--- src/design/mabsg_pkg.sv ---
// ----------------------------------------------------------------------------
// mabsg_pkg
// Shared types and constants of the multi-axis step pulse generator.
// ----------------------------------------------------------------------------
package mabsg_pkg;

  localparam int unsigned AxesDef       = 6;
  localparam int unsigned QueueDepthDef = 8;

  localparam int unsigned OpW    = 3;
  localparam int unsigned AxIdxW = 3;
  localparam int unsigned StepsW = 31;
  localparam int unsigned TicksW = 16;
  localparam int unsigned PosW   = 32;
  localparam int unsigned ErrW   = 32;

  // operation codes of an input beat
  typedef enum logic [OpW-1:0] {
    OP_LOAD_AXIS = 3'd0,
    OP_START_BLK = 3'd1,
    OP_PUSH_SEG  = 3'd2,
    OP_TICK      = 3'd3,
    OP_SET_POS   = 3'd4,
    OP_CLEAR     = 3'd5
  } op_e;

  // sequencer states
  typedef enum logic [2:0] {
    ST_IDLE,
    ST_EXEC,
    ST_INIT,
    ST_SEG,
    ST_BLK,
    ST_AXIS,
    ST_FIN,
    ST_OUT
  } state_e;

endpackage

--- src/design/multi_axis_bresenham_step_generator.sv ---
// ----------------------------------------------------------------------------
// multi_axis_bresenham_step_generator
// Bresenham step generator: block table and segment queue held in memories.
// ----------------------------------------------------------------------------
// One input beat is taken at a time and answered by exactly one output beat.
// Load, push, set position, clear and a tick on an idle empty queue pass
// through the EXEC and OUT states; start block adds an INIT sweep that seeds
// the per-axis error words; a tick runs the BLK and FIN states for a dwell
// segment and adds an AXIS sweep for a motion segment (and a SEG state when
// it loads a new segment), paced by the single read and write port of the
// per-axis step and error memories, one axis per cycle.
// A new beat is taken once the previous result has been handed over.
module multi_axis_bresenham_step_generator
  import mabsg_pkg::*;
#(
  parameter int unsigned AXES        = mabsg_pkg::AxesDef,
  parameter int unsigned QUEUE_DEPTH = mabsg_pkg::QueueDepthDef
) (
  input  logic                             clk_i,
  input  logic                             rst_ni,
  input  logic                             cfg_we_i,
  input  logic [AXES-1:0]                  cfg_wdata_i,
  input  logic                             in_valid_i,
  output logic                             in_ready_o,
  input  logic [mabsg_pkg::OpW-1:0]        op_i,
  input  logic [mabsg_pkg::AxIdxW-1:0]     axis_index_i,
  input  logic [mabsg_pkg::StepsW-1:0]     axis_steps_i,
  input  logic [AXES-1:0]                  dir_bits_i,
  input  logic [mabsg_pkg::StepsW-1:0]     total_steps_i,
  input  logic [mabsg_pkg::TicksW-1:0]     segment_ticks_i,
  input  logic                             has_motion_i,
  input  logic                             last_of_block_i,
  input  logic [mabsg_pkg::PosW-1:0]       position_value_i,
  output logic                             out_valid_o,
  input  logic                             out_ready_i,
  output logic [AXES-1:0]                  step_pins_o,
  output logic [AXES-1:0]                  dir_pins_o,
  output logic                             running_o,
  output logic [$clog2(QUEUE_DEPTH+1)-1:0] queue_count_o,
  output logic                             rejected_o,
  output logic                             segment_done_o,
  output logic [mabsg_pkg::PosW-1:0]       axis_position_o
);
  import mabsg_pkg::*;

  localparam int unsigned SlotW = $clog2(QUEUE_DEPTH);
  localparam int unsigned CntW  = $clog2(QUEUE_DEPTH + 1);
  localparam int unsigned AddrW = $clog2(QUEUE_DEPTH * AXES);
  localparam int unsigned AxW   = (AXES > 1) ? $clog2(AXES) : 1;
  localparam int unsigned IdxW  = $clog2(AXES + 1);

  // memories
  logic [TicksW+SlotW:0]    seg_mem   [QUEUE_DEPTH];
  logic [AXES+StepsW-1:0]   head_mem  [QUEUE_DEPTH];
  logic [StepsW-1:0]        steps_mem [QUEUE_DEPTH*AXES];
  logic [ErrW-1:0]          err_mem   [QUEUE_DEPTH*AXES];

  logic [TicksW+SlotW:0]    seg_rdata_q;
  logic [AXES+StepsW-1:0]   head_rdata_q;
  logic [StepsW-1:0]        steps_rdata_q;
  logic [ErrW-1:0]          err_rdata_q;

  // control state
  state_e                   state_q, state_d;
  logic [AXES-1:0]          inv_q;
  logic [SlotW-1:0]         wslot_q, rd_ptr_q, wr_ptr_q;
  logic [CntW-1:0]          used_q;
  logic                     run_q, fresh_q, out_valid_q;
  logic [AXES-1:0]          cur_dirs_q;
  logic [IdxW-1:0]          idx_q;
  logic                     pend_q;
  logic [AxW-1:0]           pidx_q;

  // captured beat and working registers
  op_e                      op_q;
  logic [AxIdxW-1:0]        ax_q;
  logic [StepsW-1:0]        steps_q, total_q;
  logic [AXES-1:0]          dirs_q;
  logic [TicksW-1:0]        ticks_q;
  logic                     motion_q, last_q;
  logic [PosW-1:0]          posv_q;
  logic [TicksW-1:0]        cur_ticks_q;
  logic                     cur_mot_q;
  logic [SlotW-1:0]         cur_slot_q;
  logic [AXES-1:0]          blk_dirs_q, mask_q;
  logic [StepsW-1:0]        tot_q;
  logic                     rej_q, done_q;
  logic [PosW-1:0]          pos_q [AXES];

  logic [AXES-1:0]          step_q, dir_q;
  logic                     running_q, rejected_q, segdone_q;
  logic [CntW-1:0]          qcount_q;
  logic [PosW-1:0]          axpos_q;

  // memory control
  logic                     seg_re, seg_we, head_re, head_we, ax_re, steps_we, err_we;
  logic [SlotW-1:0]         seg_raddr, head_raddr;
  logic [AddrW-1:0]         ax_raddr, ax_waddr, base_addr, wbase_addr;
  logic [ErrW-1:0]          err_wdata;

  logic                     in_fire, ax_ok, push_ok;
  logic [ErrW-1:0]          e_sum;
  logic                     e_step;

  assign in_fire    = in_valid_i && in_ready_o;
  assign in_ready_o = (state_q == ST_IDLE) && !out_valid_q;
  assign ax_ok      = ax_q < AxIdxW'(AXES);
  assign push_ok    = (used_q != CntW'(QUEUE_DEPTH)) && (ticks_q != '0);
  assign base_addr  = AddrW'(cur_slot_q) * AddrW'(AXES);
  assign wbase_addr = AddrW'(wslot_q) * AddrW'(AXES);

  // bresenham accumulate and compare for the axis in flight
  assign e_sum  = err_rdata_q + {1'b0, steps_rdata_q};
  assign e_step = e_sum > {1'b0, tot_q};

  // next state
  always_comb begin
    state_d = state_q;
    case (state_q)
      ST_IDLE: if (in_fire) state_d = ST_EXEC;
      ST_EXEC: begin
        case (op_q)
          OP_START_BLK: state_d = ST_INIT;
          OP_TICK: begin
            if (run_q)            state_d = ST_BLK;
            else if (used_q != 0) state_d = ST_SEG;
            else                  state_d = ST_OUT;
          end
          default: state_d = ST_OUT;
        endcase
      end
      ST_INIT: if (idx_q == IdxW'(AXES - 1)) state_d = ST_OUT;
      ST_SEG:  state_d = ST_BLK;
      ST_BLK:  state_d = cur_mot_q ? ST_AXIS : ST_FIN;
      ST_AXIS: if (!pend_q && idx_q == IdxW'(AXES)) state_d = ST_FIN;
      ST_FIN:  state_d = ST_OUT;
      ST_OUT:  state_d = ST_IDLE;
      default: state_d = ST_IDLE;
    endcase
  end

  // memory strobes and addresses
  always_comb begin
    seg_re     = 1'b0;
    seg_we     = 1'b0;
    head_re    = 1'b0;
    head_we    = 1'b0;
    ax_re      = 1'b0;
    steps_we   = 1'b0;
    err_we     = 1'b0;
    seg_raddr  = rd_ptr_q;
    head_raddr = cur_slot_q;
    ax_raddr   = base_addr + AddrW'(idx_q);
    ax_waddr   = base_addr + AddrW'(pidx_q);
    err_wdata  = e_step ? (e_sum - {1'b0, tot_q}) : e_sum;
    case (state_q)
      ST_EXEC: begin
        case (op_q)
          OP_LOAD_AXIS: begin
            steps_we = ax_ok;
            ax_waddr = wbase_addr + AddrW'(ax_q);
          end
          OP_START_BLK: head_we = 1'b1;
          OP_PUSH_SEG:  seg_we  = push_ok;
          OP_TICK: begin
            seg_re  = !run_q;
            head_re = run_q;
          end
          default: ;
        endcase
      end
      ST_INIT: begin
        err_we    = 1'b1;
        ax_waddr  = wbase_addr + AddrW'(idx_q);
        err_wdata = {1'b0, total_q} >> 1;
      end
      ST_SEG: begin
        head_re    = 1'b1;
        head_raddr = seg_rdata_q[SlotW-1:0];
      end
      ST_AXIS: begin
        ax_re  = idx_q < IdxW'(AXES);
        err_we = pend_q;
      end
      default: ;
    endcase
  end

  // segment queue memory
  always_ff @(posedge clk_i) begin
    if (seg_we) seg_mem[wr_ptr_q] <= {ticks_q, motion_q, wslot_q};
    if (seg_re) seg_rdata_q <= seg_mem[seg_raddr];
  end

  // block head memory: directions and total
  always_ff @(posedge clk_i) begin
    if (head_we) head_mem[wslot_q] <= {dirs_q, total_q};
    if (head_re) head_rdata_q <= head_mem[head_raddr];
  end

  // per-axis step counts and error accumulators
  always_ff @(posedge clk_i) begin
    if (steps_we) steps_mem[ax_waddr] <= steps_q;
    if (err_we)   err_mem[ax_waddr]   <= err_wdata;
    if (ax_re) begin
      steps_rdata_q <= steps_mem[ax_raddr];
      err_rdata_q   <= err_mem[ax_raddr];
    end
  end

  // captured beat
  always_ff @(posedge clk_i) begin
    if (in_fire) begin
      op_q     <= op_e'(op_i);
      ax_q     <= axis_index_i;
      steps_q  <= axis_steps_i;
      dirs_q   <= dir_bits_i;
      total_q  <= total_steps_i;
      ticks_q  <= segment_ticks_i;
      motion_q <= has_motion_i;
      last_q   <= last_of_block_i;
      posv_q   <= position_value_i;
    end
  end

  // working registers of the running segment
  always_ff @(posedge clk_i) begin
    if (state_q == ST_SEG) begin
      cur_ticks_q <= seg_rdata_q[TicksW+SlotW:SlotW+1];
      cur_mot_q   <= seg_rdata_q[SlotW];
      cur_slot_q  <= seg_rdata_q[SlotW-1:0];
    end else if (state_q == ST_BLK) begin
      cur_ticks_q <= cur_ticks_q - 1'b1;
    end
    if (state_q == ST_BLK) begin
      blk_dirs_q <= head_rdata_q[AXES+StepsW-1:StepsW];
      tot_q      <= head_rdata_q[StepsW-1:0];
    end
    if (state_q == ST_AXIS) pidx_q <= idx_q[AxW-1:0];
  end

  // sequencer and control state
  always_ff @(posedge clk_i or negedge rst_ni) begin
    if (!rst_ni) begin
      state_q     <= ST_IDLE;
      inv_q       <= '0;
      wslot_q     <= '0;
      rd_ptr_q    <= '0;
      wr_ptr_q    <= '0;
      used_q      <= '0;
      run_q       <= 1'b0;
      fresh_q     <= 1'b0;
      cur_dirs_q  <= '0;
      idx_q       <= '0;
      pend_q      <= 1'b0;
      mask_q      <= '0;
      rej_q       <= 1'b0;
      done_q      <= 1'b0;
      out_valid_q <= 1'b0;
      for (int i = 0; i < AXES; i++) pos_q[i] <= '0;
    end else begin
      state_q <= state_d;
      if (cfg_we_i) inv_q <= cfg_wdata_i;
      if (out_valid_q && out_ready_i) out_valid_q <= 1'b0;
      case (state_q)
        ST_EXEC: begin
          mask_q  <= '0;
          rej_q   <= 1'b0;
          done_q  <= 1'b0;
          idx_q   <= '0;
          pend_q  <= 1'b0;
          fresh_q <= 1'b0;
          case (op_q)
            OP_PUSH_SEG: begin
              if (push_ok) begin
                wr_ptr_q <= (wr_ptr_q == SlotW'(QUEUE_DEPTH - 1)) ? '0 : wr_ptr_q + 1'b1;
                used_q   <= used_q + 1'b1;
                if (last_q)
                  wslot_q <= (wslot_q == SlotW'(QUEUE_DEPTH - 1)) ? '0 : wslot_q + 1'b1;
              end else begin
                rej_q <= 1'b1;
              end
            end
            OP_SET_POS: if (ax_ok) pos_q[ax_q[AxW-1:0]] <= posv_q;
            OP_CLEAR: begin
              rd_ptr_q <= '0;
              wr_ptr_q <= '0;
              used_q   <= '0;
              run_q    <= 1'b0;
              wslot_q  <= '0;
            end
            default: ;
          endcase
        end
        ST_INIT: idx_q <= idx_q + 1'b1;
        ST_SEG: begin
          run_q   <= 1'b1;
          fresh_q <= 1'b1;
        end
        ST_BLK: begin
          if (fresh_q && cur_mot_q) cur_dirs_q <= head_rdata_q[AXES+StepsW-1:StepsW];
        end
        ST_AXIS: begin
          if (idx_q < IdxW'(AXES)) idx_q <= idx_q + 1'b1;
          pend_q <= idx_q < IdxW'(AXES);
          // one axis per cycle: step, mask and position
          if (pend_q && e_step) begin
            for (int i = 0; i < AXES; i++) begin
              if (pidx_q == AxW'(i)) begin
                mask_q[i] <= 1'b1;
                pos_q[i]  <= blk_dirs_q[i] ? pos_q[i] - 1'b1 : pos_q[i] + 1'b1;
              end
            end
          end
        end
        ST_FIN: begin
          if (cur_ticks_q == '0) begin
            rd_ptr_q <= (rd_ptr_q == SlotW'(QUEUE_DEPTH - 1)) ? '0 : rd_ptr_q + 1'b1;
            used_q   <= used_q - 1'b1;
            run_q    <= 1'b0;
            done_q   <= 1'b1;
          end
        end
        ST_OUT: out_valid_q <= 1'b1;
        default: ;
      endcase
    end
  end

  // output beat register
  always_ff @(posedge clk_i) begin
    if (state_q == ST_OUT) begin
      step_q     <= mask_q ^ inv_q;
      dir_q      <= cur_dirs_q;
      running_q  <= run_q;
      qcount_q   <= used_q;
      rejected_q <= rej_q;
      segdone_q  <= done_q;
      axpos_q    <= ax_ok ? pos_q[ax_q[AxW-1:0]] : '0;
    end
  end

  assign out_valid_o     = out_valid_q;
  assign step_pins_o     = step_q;
  assign dir_pins_o      = dir_q;
  assign running_o       = running_q;
  assign queue_count_o   = qcount_q;
  assign rejected_o      = rejected_q;
  assign segment_done_o  = segdone_q;
  assign axis_position_o = axpos_q;

`ifndef NO_ASSERTIONS
  // queue fill never exceeds its depth
  a_used_max: assert property (@(posedge clk_i) disable iff (!rst_ni)
    used_q <= CntW'(QUEUE_DEPTH))
    else $error("segment queue over-filled");

  // a running segment always sits in the queue
  a_run_used: assert property (@(posedge clk_i) disable iff (!rst_ni)
    run_q |-> used_q != '0)
    else $error("running with an empty queue");

  // a finished segment leaves the generator idle
  a_done_idle: assert property (@(posedge clk_i) disable iff (!rst_ni)
    out_valid_q && segdone_q |-> !running_q)
    else $error("segment done while still running");

  // a rejected push changes no queue pointer
  a_rej_hold: assert property (@(posedge clk_i) disable iff (!rst_ni)
    (state_q == ST_EXEC) && (op_q == OP_PUSH_SEG) && !push_ok |=> $stable(wr_ptr_q))
    else $error("rejected push moved the write pointer");
`endif

endmodule
--- config.mk ---
export PLATFORM = sky130hd
export DESIGN_NAME = multi_axis_bresenham_step_generator
export DESIGN_NICKNAME = d
export VERILOG_FILES = /design/src/design/mabsg_pkg.sv /design/src/design/multi_axis_bresenham_step_generator.sv
export SDC_FILE = /design/constraint.sdc
export NUM_CORES = 2
export LEC_CHECK = 0
export ABC_AREA = 0
export ABC_CLOCK_PERIOD_IN_PS = 9950
export BUFFER_PORTS_ARGS = -buffer_cell sky130_fd_sc_hd__buf_2
export CORE_UTILIZATION = 33
export CTS_CLUSTER_SIZE = 30
export DETAILED_ROUTE_END_ITERATION = 6
export GPL_TIMING_DRIVEN = 0
export PLACE_DENSITY = 0.51
export SYNTH_ARGS = -nofsm -noshare
export SYNTH_HDL_FRONTEND = slang
export SYNTH_SLANG_ARGS = --single-unit
--- constraint.sdc ---
create_clock -name clk_i -period 9.95 [get_ports clk_i]
set_input_delay 1.4925 -clock clk_i [delete_from_list [all_inputs] [get_ports clk_i]]
set_output_delay 1.4925 -clock clk_i [all_outputs]
set_load 0.01 [all_outputs]
Word level (Yosys, flattened, before mapping)
Memories as Yosys holds them, arrays and structs flattened. A register that Yosys moved wholly into a read port is not among the register bits.
Index checks and enable logic that the tools add are counted.
{"block": "totals", "register_bits": 470, "ram_bits": 3480, "out_inout_bits": 53, "word_cells": 267, "n_memories": 4}
{"block": "op_classes", "n_addsub": 25, "multipliers": 2, "magnitude_cmp": 5, "eq_ne": 42, "n_mux": 93, "bitwise": 2, "n_reduce_logical": 46}
{"name": "err_mem", "words": 48, "width": 32, "rd": 1, "rd_clocked_by_memory_dff": 1, "write_ports": 1, "line_no": "multi_axis_bresenham_step_generator.sv:56", "source": "logic [ErrW-1:0] err_mem [QUEUE_DEPTH*AXES];"}
{"name": "steps_mem", "words": 48, "width": 31, "rd": 1, "rd_clocked_by_memory_dff": 1, "write_ports": 1, "line_no": "multi_axis_bresenham_step_generator.sv:55", "source": "logic [StepsW-1:0] steps_mem [QUEUE_DEPTH*AXES];"}
{"name": "head_mem", "words": 8, "width": 37, "rd": 1, "rd_clocked_by_memory_dff": 1, "write_ports": 1, "line_no": "multi_axis_bresenham_step_generator.sv:54", "source": "logic [AXES+StepsW-1:0] head_mem [QUEUE_DEPTH];"}
{"name": "seg_mem", "words": 8, "width": 20, "rd": 1, "rd_clocked_by_memory_dff": 1, "write_ports": 1, "line_no": "multi_axis_bresenham_step_generator.sv:53", "source": "logic [TicksW+SlotW:0] seg_mem [QUEUE_DEPTH];"}
{"op": "192-bit 2-to-1 mux", "n": 3}
{"op": "32-bit 2-to-1 mux", "n": 17}
{"op": "192-bit case mux with 2 select lines", "n": 1}
{"op": "32-bit by 1-bit adder with 32-bit output (second input constant)", "n": 6}
{"op": "192-bit bitwise mux", "n": 1}
{"op": "32-bit by 1-bit subtractor with 32-bit output (second input constant)", "n": 6}
{"op": "32-bit binary-select mux with 3-bit select", "n": 1}
{"op": "32-bit demux with 3-bit select", "n": 1}
{"op": "3-bit 2-to-1 mux", "n": 15}
{"op": "3-bit equality test (second input constant)", "n": 13}
{"op": "32-bit by 31-bit adder with 32-bit output", "n": 1}
{"op": "32-bit by 31-bit > comparator with 1-bit output", "n": 1}
{"op": "16-bit 2-to-1 mux", "n": 2}
{"op": "32-bit by 31-bit subtractor with 32-bit output", "n": 1}
{"op": "1-bit 2-to-1 mux", "n": 31}
{"op": "3-bit AND reduction", "n": 10}
{"op": "5-bit AND reduction", "n": 6}
{"op": "6-bit by 3-bit adder with 6-bit output", "n": 4}
{"op": "3-bit case mux with 2 select lines", "n": 4}
{"op": "3-bit case mux with 8 select lines", "n": 1}
{"op": "6-bit case mux with 2 select lines", "n": 2}
{"op": "3-bit by 2-bit equality test with 1-bit output (second input constant)", "n": 6}
{"op": "2-bit by 1-bit != test with 1-bit output (second input constant)", "n": 9}
{"op": "16-bit zero test", "n": 1}
{"op": "31 further kinds", "n": 72}

Longest topological paths before layout
{"block": "logic_depth", "word_depth": 9, "mapped_depth": 26, "ltp_nobuf": 24}

Least setup slack after synthesis
No wires, ideal clock.
{"block": "synth_timing", "path_kind": "register to register", "startpoint": "reg steps_rdata_q[16], read port of steps_mem", "endpoint": "mem err_mem[0][1] (data pin)", "arrival_time_ns": 6.370, "required_time_ns": 9.372, "setup_slack_ns": 3.002, "path_stages_with_launch": 24, "n_path_buf": 1, "synth_period_minus_slack_ns": 6.948, "cell_sequence": "edfxtp_1 -> ha_1 -> a21o_1 -> a21oi_2 -> a21oi_1 -> a221o_1 -> a221o_1 -> or2_2 -> a21o_1 -> a21oi_1 -> xnor2_1 -> ha_1 -> nand2_1 -> nor2_1 -> nand4_1 -> nand2_1 -> nor2_1 -> a21oi_2 -> and2_1 -> o21ai_0 -> clkbuf_1 -> nor2_1 -> a21oi_1 -> o21ai_0"}
{"block": "synth_via", "elab_chain_len": 4}
{"item": "from (decl)", "line_no": "multi_axis_bresenham_step_generator.sv:60", "source": "logic [StepsW-1:0] steps_rdata_q;"}
{"item": "32-bit by 31-bit adder with 32-bit output", "line_no": "multi_axis_bresenham_step_generator.sv:113", "source": "assign e_sum = err_rdata_q + {1'b0, steps_rdata_q};"}
{"item": "32-bit by 31-bit > comparator with 1-bit output", "line_no": "multi_axis_bresenham_step_generator.sv:114", "source": "assign e_step = e_sum > {1'b0, tot_q};"}
{"item": "32-bit 2-to-1 mux", "line_no": "multi_axis_bresenham_step_generator.sv:155", "source": "err_wdata = e_step ? (e_sum - {1'b0, tot_q}) : e_sum;"}
{"item": "32-bit 2-to-1 mux", "line_no": "multi_axis_bresenham_step_generator.sv:156", "source": "case (state_q)"}
{"item": "via err_wdata[1]", "line_no": "multi_axis_bresenham_step_generator.sv:99", "source": "logic [ErrW-1:0] err_wdata;"}
{"item": "to (decl)", "line_no": "multi_axis_bresenham_step_generator.sv:56"}
The timed path passes the listed nets, and every way through them passes these cells.

Worst setup path in the final report
{"block": "layout_timing", "startpoint": "reg steps_rdata_q[1], read port of steps_mem", "endpoint": "mem err_mem[17][18] (data pin)"}
{"block": "layout_via", "elab_chain_len": 4, "elab_cells_between_ends": 5, "classes_between": "add/sub: 2; order compare: 1; mux: 2"}
{"item": "32-bit by 31-bit adder with 32-bit output (*)", "line_no": "multi_axis_bresenham_step_generator.sv:113"}
{"item": "32-bit by 31-bit subtractor with 32-bit output / 32-bit by 31-bit > comparator with 1-bit output (equally long branches)", "line_no": "multi_axis_bresenham_step_generator.sv:155, multi_axis_bresenham_step_generator.sv:114"}
{"item": "32-bit 2-to-1 mux (*)", "line_no": "multi_axis_bresenham_step_generator.sv:155"}
{"item": "32-bit 2-to-1 mux (*)", "line_no": "multi_axis_bresenham_step_generator.sv:156"}
{"item": "via err_wdata[18]", "line_no": "multi_axis_bresenham_step_generator.sv:99"}
The timed path passes the listed nets; every way through them passes the cells marked *.

==> results.py <==
metrics = {
    "global_route": {
        "grt_usage_pct": 18.9,
        "grt_max_degree": 97,
        "grt_pass1_vias": 94200,
        "antenna_found_initial": 30,
        "grt_overflow": 0,
        "grt_pass1_wl_mm": 695,
    },
    "timing": {
        "hold_violations": 0,
        "finalMaxSlewViolations": 3,
        "fin_crit_sh_pct": 80.1,
        "slew_headroom_pct": -2.29,
        "setup_viol": 0,
        "max_freq_mhz": 125,
        "timing.final.crit_period_ns": 7.97,
        "rsz0062_at_grt": "no",
        "clock_skew_ns": 0.117,
        "worst_pin_slew_ns": 1.53,
    },
    "cts": {
        "cts.sinks": 4070,
        "post_cts_buffers": 0,
        "clkTransAtPathRegs_ns": 0.06,
        "root_buffer": "clkbuf_16",
        "htree_num_levels": 5,
        "clockBufferDepth": 4,
        "ctsResizeCount": 0,
        "clk_latency_ns": 1.06,
        "cts_tree": "built",
        "cts_hold_buf": 0,
        "cts_buffers": 419,
    },
    "drt": {
        "avgRoutedWirePerCell_um": 28.7,
        "antenna_left": 0,
        "drt_iter0_drc": 9577,
        "wl_mm": 494,
        "vias_per_cell": 5.35,
        "dr_total_vias": 91900,
        "drc": 0,
        "first_pass_iters": 7,
    },
    "yosys": {
        "synth_edf_count": 3832,
        "synthCells": 9277,
        "synth_fp_nets": 9695,
        "synth.distinct_cells": 85,
        "yosysWarnings": 0,
        "yosysSeqAreaShare_pct": 71.9,
        "avgSynthCellArea_um2": 18.1,
        "ys_ff_latch": 4070,
        "ys.flop_type": "edfxtp_1",
        "synthArstFlopShare_pct": 5.77,
        "syn_area_um2": 168000,
    },
    "worst_setup_path": {
        "worstPathArrival_ns": 8.74,
        "critical_path_class": "register to register",
        "crit_required_ns": 10.72,
        "cp_num_cells": 23,
        "cp_slowest_cell": "a31oi_4",
        "cpPeakStageDelay_ns": 0.72,
        "rr_worst_depth": 23,
        "cp-end-kind": "register",
        "crit_top_cell": "nand2_1",
        "path_max_fanout": 33,
        "crit_family": "compound AO/OA/AOI/OAI gates",
        "cp-start-kind": "register",
        "crit_chain": "ha_1, a211oi_1, o211ai_1, nand3_1, o211ai_1, a31oi_1, nor2b_1, o41ai_1, o21ai_0, xor2_1, ha_1, nand3_1, nor3_1, nand4_1, nand2_1, nor2_1, a21oi_2, nand2_1, a21oi_2, clkbuf_1, nand2_1, a31oi_4, buf_12",
        "worst-path-buf-inv": 2,
    },
    "die": {
        "fp-row-count": 261,
        "io_pins": 188,
        "fp.dieW_um": 716,
        "die_h_um": 716,
        "design.core.area_um2": 507000,
        "dieArea_um2": 513000,
        "initial_utilization_pct": 33.2,
    },
    "layout": {
        "final_common_cell": "edfxtp_1",
        "fin_nets": 10500,
        "fill_cells": 45500,
        "syn_to_final_growth_pct": 17.3,
        "final_cell_mix": "3832 x edfxtp_1, 984 x mux4_2, 670 x nand2_1, 424 x clkbuf_16, 412 x clkbuf_1",
        "drive_gt1_share_pct": 21.8,
        "final_cell_count_no_fill": 17200,
    },
    "flow_run": {
        "cap_violations": 0,
    },
    "placed_design": {
        "place_congestion": 0.894,
        "dp.cells": 16400,
        "dpl.hpwl_mm": 358,
        "port_buffers": 186,
    },
    "hold_path": {
        "min_path_type": "register to register",
        "min_path_cells": 0,
    },
    "outcome": {
        "outcome": "finished with violations",
        "violations": "slew limit",
    },
}
## layout make-up
cell class	instances	area, um2	share of cell area, %
Antenna cell	22	55.1	0.0279
Sequential cell	4070	121000	61.3
Tap cell	6706	8390	4.25
Buffer	434	1690	0.858
Inverter	142	541	0.274
Clock inverter	253	2530	1.28
Multi-Input combinational cell	4631	46400	23.5
Clock buffer	513	11000	5.58
Timing Repair Buffer	403	5740	2.91
## cells in the mapped netlist, types with 41 or more instances
cell | n | area (um2)
a211oi_1 | 41 | 308
a21o_1 | 105 | 788
a21oi_1 | 391 | 1960
a22oi_1 | 217 | 1630
a31oi_1 | 60 | 375
buf_1 | 66 | 248
clkbuf_1 | 346 | 1300
dfrtp_1 | 235 | 5880
edfxtp_1 | 3832 | 115000
ha_1 | 269 | 3370
inv_1 | 141 | 529
mux2_2 | 51 | 574
mux2i_1 | 84 | 841
mux4_2 | 984 | 22200
nand2_1 | 670 | 2510
nand3_1 | 260 | 1300
nor2_1 | 439 | 1650
nor3_1 | 56 | 280
o21a_1 | 46 | 345
o21ai_0 | 287 | 1440
o21bai_1 | 42 | 315
xnor2_1 | 168 | 1470
xor2_1 | 61 | 534
## through the flow
stage	area (um2)	worst slack [ns]	utilization, %	TNS [ns]	hold WS, ns
6_report	197000	1.98	39.0	0	0.424
5_1_grt	197000	1.51	39.0	0	0.426
4_1_cts	197000	1.94	38.9	0	0.379
3_5_place_dp	184000	1.99	36.2	0	0.405
3_3_place_gp	178000	-1.75	35.1	-1394.07	0.418
2_1_floorplan	168000	3.00	-	0	0.400
## per-layer routing
layer	wire length (um)	track usage, %	share of wire, %
met4	17700	6.30	3.6
met3	30800	2.99	6.2
met5	12	0	0.0024
met1	205000	25.1	42
met2	240000	31.6	49
## registers in the layout, summed over array words and instances, names as in the netlist, 16 cells and up
signal / flops
axis_position_o: 32
cur_ticks_q: 16
err_mem: 1536
err_rdata_q: 32
head_mem: 296
head_rdata_q: 37
pos_q: 192
posv_q: 32
seg_mem: 160
seg_rdata_q: 20
steps_mem: 1488
steps_q: 31
steps_rdata_q: 31
ticks_q: 16
tot_q: 31
total_q: 31
## logic make-up after synthesis
group           count (synthesis)  synth area share, %
compound gates               1331                 4.98
xor+xnor                      229                 1.19
fa+ha+maj                     283                 2.17
buf+inv                       576                 1.31
flops                        4070                 71.9
mux                          1130                 14.1
simple gates                 1658                 4.33
## worst paths after layout
check	start	slack, ns	endpoint
worst max-delay path	steps_rdata_q[1]$_DFFE_PP_	1.98	err_mem[17][18]$_DFFE_PP_
min in group asynchronous	rst_ni	0.43	cur_dirs_q[0]$_DFFE_PN0P_
worst max register to register	steps_rdata_q[1]$_DFFE_PP_	1.98	err_mem[17][18]$_DFFE_PP_
worst min-delay path	head_rdata_q[26]$_DFFE_PP_	0.42	tot_q[26]$_DFFE_PP_
max in group asynchronous	rst_ni	8.54	pos_q[170]$_DFFE_PN0P_
worst min register to register	head_rdata_q[26]$_DFFE_PP_	0.42	tot_q[26]$_DFFE_PP_
Power is left out: the tool's default activity adds up to more than one toggle a clock period on the data nets, which glitch-free logic cannot reach.
